==> src/rtl/ofb_pkg.sv <==
// Package for the octree face binning block: shared constants and types.
// Used by ofb_lane, octree_face_binning and the testbench.
package ofb_pkg;

  // Configuration register indexes.
  typedef enum logic [2:0] {
    REG_X_MIN = 3'd0,
    REG_X_MAX = 3'd1,
    REG_Y_MIN = 3'd2,
    REG_Y_MAX = 3'd3,
    REG_Z_MIN = 3'd4,
    REG_Z_MAX = 3'd5
  } cfg_reg_t;

  // Input item kinds.
  localparam logic KIND_BIN  = 1'b0;
  localparam logic KIND_READ = 1'b1;

  localparam int COORD_W = 32;
  localparam logic [COORD_W-1:0] SIGN_BIAS = 32'h8000_0000;

  // Box bounds in offset binary, one per axis.
  typedef struct packed {
    logic [COORD_W-1:0] lo;
    logic [COORD_W-1:0] hi;
  } span_t;

  typedef struct packed {
    span_t x;
    span_t y;
    span_t z;
  } box_t;

  // Vertex coordinates in offset binary.
  typedef struct packed {
    logic [COORD_W-1:0] x;
    logic [COORD_W-1:0] y;
    logic [COORD_W-1:0] z;
  } vert_t;

  typedef struct packed {
    vert_t a;
    vert_t b;
    vert_t c;
  } tri_t;

  // True when all three vertices lie inside the box, bounds inclusive.
  function automatic logic tri_in_box(input tri_t t, input box_t b);
    logic ok;
    ok = 1'b1;
    ok &= (t.a.x >= b.x.lo) && (t.a.x <= b.x.hi);
    ok &= (t.a.y >= b.y.lo) && (t.a.y <= b.y.hi);
    ok &= (t.a.z >= b.z.lo) && (t.a.z <= b.z.hi);
    ok &= (t.b.x >= b.x.lo) && (t.b.x <= b.x.hi);
    ok &= (t.b.y >= b.y.lo) && (t.b.y <= b.y.hi);
    ok &= (t.b.z >= b.z.lo) && (t.b.z <= b.z.hi);
    ok &= (t.c.x >= b.x.lo) && (t.c.x <= b.x.hi);
    ok &= (t.c.y >= b.y.lo) && (t.c.y <= b.y.hi);
    ok &= (t.c.z >= b.z.lo) && (t.c.z <= b.z.hi);
    return ok;
  endfunction

endpackage

==> src/rtl/ofb_lane.sv <==
// One child-octant lane: builds the child box for its octant and tests the triangle.
// Depends on ofb_pkg.
module ofb_lane
  import ofb_pkg::*;
#(
  parameter logic [2:0] OCTANT = 3'd0
) (
  input  tri_t  tri_i,
  input  box_t  box_i,
  input  vert_t mid_i,
  output box_t  child_o,
  output logic  hit_o
);

  // Octants 0..3 run xlo/ylo, xlo/yhi, xhi/yhi, xhi/ylo; bit 2 picks z.
  localparam logic HX = OCTANT[1];
  localparam logic HY = OCTANT[1] ^ OCTANT[0];
  localparam logic HZ = OCTANT[2];

  always_comb begin
    child_o.x.lo = HX ? mid_i.x : box_i.x.lo;
    child_o.x.hi = HX ? box_i.x.hi : mid_i.x;
    child_o.y.lo = HY ? mid_i.y : box_i.y.lo;
    child_o.y.hi = HY ? box_i.y.hi : mid_i.y;
    child_o.z.lo = HZ ? mid_i.z : box_i.z.lo;
    child_o.z.hi = HZ ? box_i.z.hi : mid_i.z;
    hit_o = tri_in_box(tri_i, child_o);
  end

endmodule

==> config.mk <==
export PLATFORM = sky130hd
export DESIGN_NAME = ofb_lane
export DESIGN_NICKNAME = d
export VERILOG_FILES = /design/src/rtl/ofb_pkg.sv /design/src/rtl/ofb_lane.sv
export SDC_FILE = /design/constraint.sdc
export NUM_CORES = 1
export LEC_CHECK = 0
export ABC_AREA = 1
export BUFFER_PORTS_ARGS = -buffer_cell sky130_fd_sc_hd__buf_4
export CORE_AREA = 2 2 297 299
export DETAILED_ROUTE_END_ITERATION = 6
export DIE_AREA = 0 0 299 301
export SYNTH_ARGS = -nofsm -noshare
export SYNTH_HDL_FRONTEND = slang
export SYNTH_SLANG_ARGS = --single-unit
==> constraint.sdc <==
create_clock -name vclk -period 4.6
set_clock_uncertainty 0.2 [all_clocks]
set_input_delay 0.92 -clock vclk [all_inputs]
set_output_delay 0.92 -clock vclk [all_outputs]
set_load 0.02 [all_outputs]
# After elaboration in Yosys (flattened, before gate mapping)
# Cells that the tools add are included.
dict set report op_classes {
  n_lt_le_gt_ge 18
  reduce_logical 9
  n_bitwise 8
}
# cell count
set op_table {}
lappend op_table {{greater-or-equal comparator 32 bit} 9}
lappend op_table {{less-or-equal comparator 32 bit} 9}
lappend op_table {{logical AND 1 bit} 9}
lappend op_table {{AND 1 bit} 8}
dict set report word_totals {
  elab_cells 35
  ff_bits 0
  in_bits 576
}

# Depth between registers and ports, before layout
# Gate-level depths: netlist (run 1).
dict set report logic_depth {
  depth_word 10
  depth_mapped 20
}

# Worst setup path before layout (run 1)
# OpenSTA, ideal clock, no wires.
dict set report synth_timing {
  path_kind {input-to-output}
  startpoint {input port box_i[175] in the netlist's numbering}
  endpoint {output port hit_o}
  stages 12
  t_required_ns 3.480
  path_buffers 0
  arrival_time_ns 2.377
  setup_slack_ns 1.103
  cell_sequence {inv_1 ha_1 nand2_2 nor4_4 nand2_1 nand2_1 nand2_1 nand2_1 nor2_1 nor3_2 nand3_1 nor2_1}
}
dict set report synth_between {
  elab_chain_len 10
}
# item line_no
set synth_lines {}
lappend synth_lines {{start, declared} ofb_lane.sv:9} ;# input box_t box_i,
lappend synth_lines {{greater-or-equal comparator 32 bit} ofb_pkg.sv:51} ;# ok &= (t.a.x >= b.x.lo) && (t.a.x <= b.x.hi);
lappend synth_lines {{logical AND 1 bit} ofb_pkg.sv:51}
lappend synth_lines {{AND 1 bit} ofb_pkg.sv:52} ;# ok &= (t.a.y >= b.y.lo) && (t.a.y <= b.y.hi);
lappend synth_lines {{AND 1 bit} ofb_pkg.sv:53} ;# ok &= (t.a.z >= b.z.lo) && (t.a.z <= b.z.hi);
lappend synth_lines {{AND 1 bit} ofb_pkg.sv:54} ;# ok &= (t.b.x >= b.x.lo) && (t.b.x <= b.x.hi);
lappend synth_lines {{AND 1 bit} ofb_pkg.sv:55} ;# ok &= (t.b.y >= b.y.lo) && (t.b.y <= b.y.hi);
lappend synth_lines {{AND 1 bit} ofb_pkg.sv:56} ;# ok &= (t.b.z >= b.z.lo) && (t.b.z <= b.z.hi);
lappend synth_lines {{AND 1 bit *} ofb_pkg.sv:57} ;# ok &= (t.c.x >= b.x.lo) && (t.c.x <= b.x.hi);
lappend synth_lines {{AND 1 bit *} ofb_pkg.sv:58} ;# ok &= (t.c.y >= b.y.lo) && (t.c.y <= b.y.hi);
lappend synth_lines {{AND 1 bit *} ofb_pkg.sv:59} ;# ok &= (t.c.z >= b.z.lo) && (t.c.z <= b.z.hi);
lappend synth_lines {{end, declared} ofb_lane.sv:12} ;# output logic hit_o
# Every way passes the cells marked *; elsewhere a longest branch is shown, timed or not.

# Final worst setup path (run 1)
dict set report layout_timing {
  startpoint {input port mid_i[63] in the netlist's numbering}
  endpoint {output port hit_o}
}
dict set report layout_between {
  elab_chain_len 10
}
# item line_no
set layout_lines {}
lappend layout_lines {{start, declared} ofb_lane.sv:10} ;# input vert_t mid_i,
lappend layout_lines {{less-or-equal comparator 32 bit} ofb_pkg.sv:52}
lappend layout_lines {{logical AND 1 bit} ofb_pkg.sv:52}
lappend layout_lines {{AND 1 bit} ofb_pkg.sv:52}
lappend layout_lines {{AND 1 bit} ofb_pkg.sv:53}
lappend layout_lines {{AND 1 bit} ofb_pkg.sv:54}
lappend layout_lines {{AND 1 bit} ofb_pkg.sv:55}
lappend layout_lines {{AND 1 bit} ofb_pkg.sv:56}
lappend layout_lines {{AND 1 bit} ofb_pkg.sv:57}
lappend layout_lines {{AND 1 bit *} ofb_pkg.sv:58}
lappend layout_lines {{AND 1 bit *} ofb_pkg.sv:59}
# Marked as above.

==> flow_summary.ini, run 1 <==
[status]
status = complete, no violations

[global_route]
grt_max_degree = 5
track_usage = 0.1469
antenna_found_initial = 38
overflow = 0
grt_pass1_vias = 15760
grt_pass1_wl_mm = 97.98

[critical_path]
path_max_fanout = 3
required_ns = 3.48
critPathKind = input port to output port
start_kind = input port
crit_arrival_ns = 3.12
critPathCaptureType = output port

[cells_and_area]
clock_buffers = 0
utilization = 0.2351
regArea_um2 = 0
drive_above_1_share = 0.2567
layout-area-overhead-vs-synth_pct = 34.14
final_nets = 3889
seq_cell_count = 0

[cts]
cts_resized = 0
hold_buffers = 0
post-cts-setup-buffers = 0

[min_path]
hold_end = child_o[127]
min_path_cells = 2
min_from = box_i[127]
hold_class = input port to output port

[floorplanning]
core.rowCount = 108
start_util = 0.1752
core-area_mm2 = 0.08648
die-width_um = 299
die_h_um = 301
ios = 769
die-area_mm2 = 0.09000

[detailed_routing]
wl_mm = 70.24
routed-wl-met2_mm = 33.77
num_vias = 16190
detail-route-antenna-nets = 0
post_drt_wl_per_cell_um = 17.99
route.detailed.drc = 0
viasPerCell = 4.147
wl_met3_mm = 5.832
top_layer_used = met5
drt_iter0_markers = 632
first_pass_iters = 4
drt-met1-wl_mm = 28.16

[sta]
rsz0062_at_grt = no
tightest_slew_ns = 0.6274
period_share = 0.9211
maxSlewViolCount = 0
hold_viol = 0
final-setup-viol-count = 0
slew-limit-headroom = 0.5779
period_needed_ns = 4.237
setup_tns_ns = 0
max_freq_mhz = 236.0

[placement]
place_congestion = 0.9298
io_buffer_count = 673
dp_hpwl_mm = 66.89

[logic_synthesis]
yosysSeqAreaShare = 0
synth_nets = 3395
synth_area_mm2 = 0.01516
synth.area.top_cells = ha_1 (48%), nand2_1 (12%), buf_4 (9.5%), a21oi_1 (8.8%), inv_1 (7.9%)
synth_cell_types = 28
yosysWarnings = 0
yosys.area.top_type_share = 0.4755
syn_area_per_cell_um2 = 6.757
syn_inst = 2243
synth_top_area_cell = ha_1

[power]
leakagePower_nw = 11.67
power_frac_comb = 1.000
pwr_density_cell_mw_per_mm2 = 95.80
p_clk_frac = 0
internal_power_uw = 853.4
peakVddDrop_mv = 0.04131
p_sw_frac = 0.5618
seq_power_share = 0
p_switching_mw = 1.094

[job]
max_cap_viol_count = 0
-- worst max-delay path, stage by stage --
cell	delay [ns]
buf_4	0.08
inv_1	0.08
ha_1	0.31
nand2_1	0.07
nor2_1	0.14
nand4_1	0.28
nor2_1	0.30
nand4_1	0.16
nand2_1	0.23
nand2_1	0.09
nor3_2	0.10
nand3_1	0.09
nor2_1	0.09
buf_4	0.17
-- through the flow --
stage          cells  hold slack (ns)  area, um2  setup WS (ns)  total power [mW]
5_1_grt         3902            1.852      20320         0.1188             2.204
3_3_place_gp    3890            1.848      20290         0.2639             1.920
4_1_cts         3890            1.848      20290         0.2572             1.970
3_5_place_dp    3890            1.848      20290         0.2602             1.960
6_report        3904            1.847      20330         0.3628             1.948
2_1_floorplan   2243            1.753      15160          1.103             1.141
-- routing by layer --
layer,global-route usage,vias up
met2,0.2633,546
met3,0.04091,108
met4,0.04083,46
met5,0,-
li1,-,8435
met1,0.1697,7054
-- worst max path at each step --
stage               startpoint     to  slack (ns)  depth (start not counted)
finish               mid_i[63]  hit_o        0.36                         14
global route         mid_i[63]  hit_o        0.12                         14
CTS                  mid_i[63]  hit_o        0.26                         14
detailed placement   mid_i[63]  hit_o        0.26                         14
global placement     mid_i[63]  hit_o        0.26                         14
floorplan           box_i[175]  hit_o        1.10                         12
-- Yosys cell counts, drive strengths merged --
cell type	number
nand2	487
a31oi	2
o21ai	71
clkinv	2
o21bai	11
nor3b	2
inv	317
o211ai	10
and3	1
nor2	146
nand4	43
o221ai	1
ha	576
nor4	8
nand3b	1
nand3	34
a21oi	268
o21a	25
o311ai	1
nor3	36
a21o	9
buf	192
-- power by group through the flow --
stage	clock (mW)	sequential (mW)	combinational, mW
finish	0.000000409	0	1.95
global route	0.000000350	0	2.20
CTS	0	0	1.97
detailed placement	0	0	1.96
global placement	0	0	1.92
floorplan	0	0	1.14
-- final cells by class --
cell class,instances,area (um2)
Fill cell,9766,66150
Multi-Input combinational cell,1732,12520
Timing Repair Buffer,684,5135
Tap cell,1155,1445
Inverter,319,1197
Antenna cell,14,35.03
-- placed cells by master, fill, tap and decap left out, types with 3 or more instances in the layout --
cell type	n
a21o_1	9
a21oi_1	268
buf_4	684
diode_2	14
ha_1	576
inv_1	317
nand2_1	485
nand3_1	34
nand4_1	42
nor2_1	143
nor2_2	3
nor3_1	31
nor3_2	5
nor4_2	6
o211ai_1	10
o21a_1	25
o21ai_0	71
o21bai_1	11
-- cell families after synthesis --
family                   synth area share
AO/OA/AOI/OAI                      0.1412
buffers and inverters              0.1741
AND/OR/NAND/NOR                    0.2092
adder cells (fa/ha/maj)            0.4755
Power figures use the tool's default switching activity.
==> run 2: changes to the inputs <==
ABC_AREA = unset   (was 1)
ABC_CLOCK_PERIOD_IN_PS = 4600   (was unset)
CORE_AREA = 2 2 298 300   (was 2 2 297 299)
DIE_AREA = 0 0 300 302   (was 0 0 299 301)
==> flow_summary.ini, run 2 <==
[cells_and_area]
final_nets = 3855
layout_commonest_cell = buf_4
mostFrequentLayoutCells = buf_4 (1074), ha_1 (573), inv_1 (202)
regArea_um2 = 0
layout-area-overhead-vs-synth_pct = 58.04
final_cells = 3879
clock_buffers = 0
drive_above_1_share = 0.4136
seq_cell_count = 0
fillers = 9668

[power]
leakagePower_nw = 12.49
pwr_density_cell_mw_per_mm2 = 97.22
peakVddDrop_mv = 0.04058
power.total_mw = 2.207

[cts]
hold_buffers = 0

[global_route]
grt_pass1_vias = 16770
track_usage = 0.1578
grt_max_degree = 5
antenna_found_initial = 24
overflow = 0
grt_pass1_wl_mm = 106.7

[min_path]
hold_class = input port to output port

[logic_synthesis]
synthAdderAreaFrac = 0.5017
yosysSeqAreaShare = 0
synth_top_family_by_area = adder cells
synth_common_cells = ha_1 (576), inv_1 (202), buf_4 (192)
synth_mux_area_frac = 0
yosysMostFrequentCell = ha_1
synthXorXnorAreaFrac = 0
syn_inst = 1819
syn_area_per_cell_um2 = 7.897
yosys.area.top_type_share = 0.5017
synth_cell_types = 53
synth_compound_area_frac = 0.2012
synth_nets = 2971
yosysWarnings = 0
synth_top_area_cell = ha_1
synth_area_mm2 = 0.01437
synth.area.top_cells = ha_1 (50%), buf_4 (10%), a21oi_1 (6.4%), inv_1 (5.3%), nand4_1 (4.5%)
synthSimpleGateAreaFrac = 0.1440

[placement]
dp_hpwl_mm = 71.93
io_buffer_count = 673
placedCellCount = 3863
place_congestion = 0.9254

[floorplanning]
start_util = 0.1641
core-area_mm2 = 0.08756
die-area_mm2 = 0.09060
die-width_um = 300
core.rowCount = 109
ios = 769
die_h_um = 302

[sta]
period_needed_ns = 4.970
max_freq_mhz = 201.2
period_share = 1.080
final-setup-viol-count = 1
hold_slack_ns = 1.847
tightest_slew_ns = 0.7329
fin_ws_ns = -0.3701
rsz0062_at_grt = yes
slew-limit-headroom = 0.5069
hold_viol = 0
setup_tns_ns = -0.3701
maxSlewViolCount = 0

[detailed_routing]
post_drt_wl_per_cell_um = 19.46
route.detailed.drc = 0
first_pass_iters = 4
wl_mm = 75.50
drt_iter0_markers = 710
num_vias = 16660
detail-route-antenna-nets = 0
viasPerCell = 4.296

[status]
status = finished with violations
violations = negative setup slack

[critical_path]
critPathCaptureType = output port
start_kind = input port
required_ns = 3.48
path_max_fanout = 2
crit_arrival_ns = 3.85
critPathKind = input port to output port

[job]
max_cap_viol_count = 0
run 2: cell count changes after synthesis, moves of 17 or more:
cell	before	now
nor3_1	31	11
o21a_1	25	6
inv_1	317	202
nand4_1	42	103
nand2_1	485	88
nor2_1	143	63
a211oi_1	0	37
a2111oi_0	0	17
a21o_1	9	70
a21oi_1	268	184
run 2: logic make-up (layout without fill, tap and decap cells):
group,count (synthesis),after routing
fa+ha+maj,576,576
compound gates,463,463
buf+inv,394,1276
simple gates,386,386
other cells,0,13
run 2: what timing repair did:
action,in CTS,in global routing
setup buffers,3,0
hold endpoints to repair,0,0
gates resized for setup,33,7
pin swaps,16,7
endpoints found under the setup margin,1,1
run 2: per-stage QoR:
step	utilization	instance area (um2)	setup WS [ns]
after floorplan	-	14370	0.2961
after global placement	0.2561	22420	-0.8961
after detailed placement	0.2561	22420	-0.8192
after CTS	0.2585	22630	-0.4012
after global routing	0.2591	22690	-0.4963
final	0.2593	22700	-0.3701
run 2: worst paths after layout:
path                  cells after the start  slack [ns]  startpoint          end
worst max-delay path                     14       -0.37   mid_i[74]        hit_o
worst min-delay path                      2        1.85   mid_i[38]  child_o[70]
run 2: power breakdown:
part	total [mW]	internal (mW)	leakage (nW)	switching, mW
Combinational	2.21	1.10	12.5	1.11
Clock	0.000000380	0.000000380	0.0000824	0
Sequential	0	0	0	0
run 2: final cells by class:
type	instances	area, um2	share of cell area
Inverter	202	758.2	0.03340
Multi-Input combinational cell	1425	12390	0.5458
Timing Repair Buffer	1074	8063	0.3552
Tap cell	1165	1458	0.06421
Antenna cell	13	32.53	0.001433
run 2: per-layer routing:
| metal | share of wire | routed length (um) | global-route usage | vias to the layer above |
|---|---|---|---|---|
| met5 | 0.00069 | 52 | 0 | - |
| li1 | - | - | - | 8452 |
| met3 | 0.056 | 4216 | 0.02270 | 54 |
| met1 | 0.46 | 34580 | 0.2081 | 7628 |
| met2 | 0.46 | 34950 | 0.2730 | 521 |
| met4 | 0.023 | 1705 | 0.03048 | 8 |
run 2: critical path: stages:
cell       delay (ns)
buf_4            0.11
inv_1            0.13
buf_4            0.14
ha_1             0.23
nand4_1          0.20
buf_4            0.16
a2111oi_0        0.06
a211oi_1         0.27
a21oi_1          0.23
or4_4            0.58
nor4_2           0.15
nand4_1          0.18
nor4b_2          0.28
buf_4            0.21
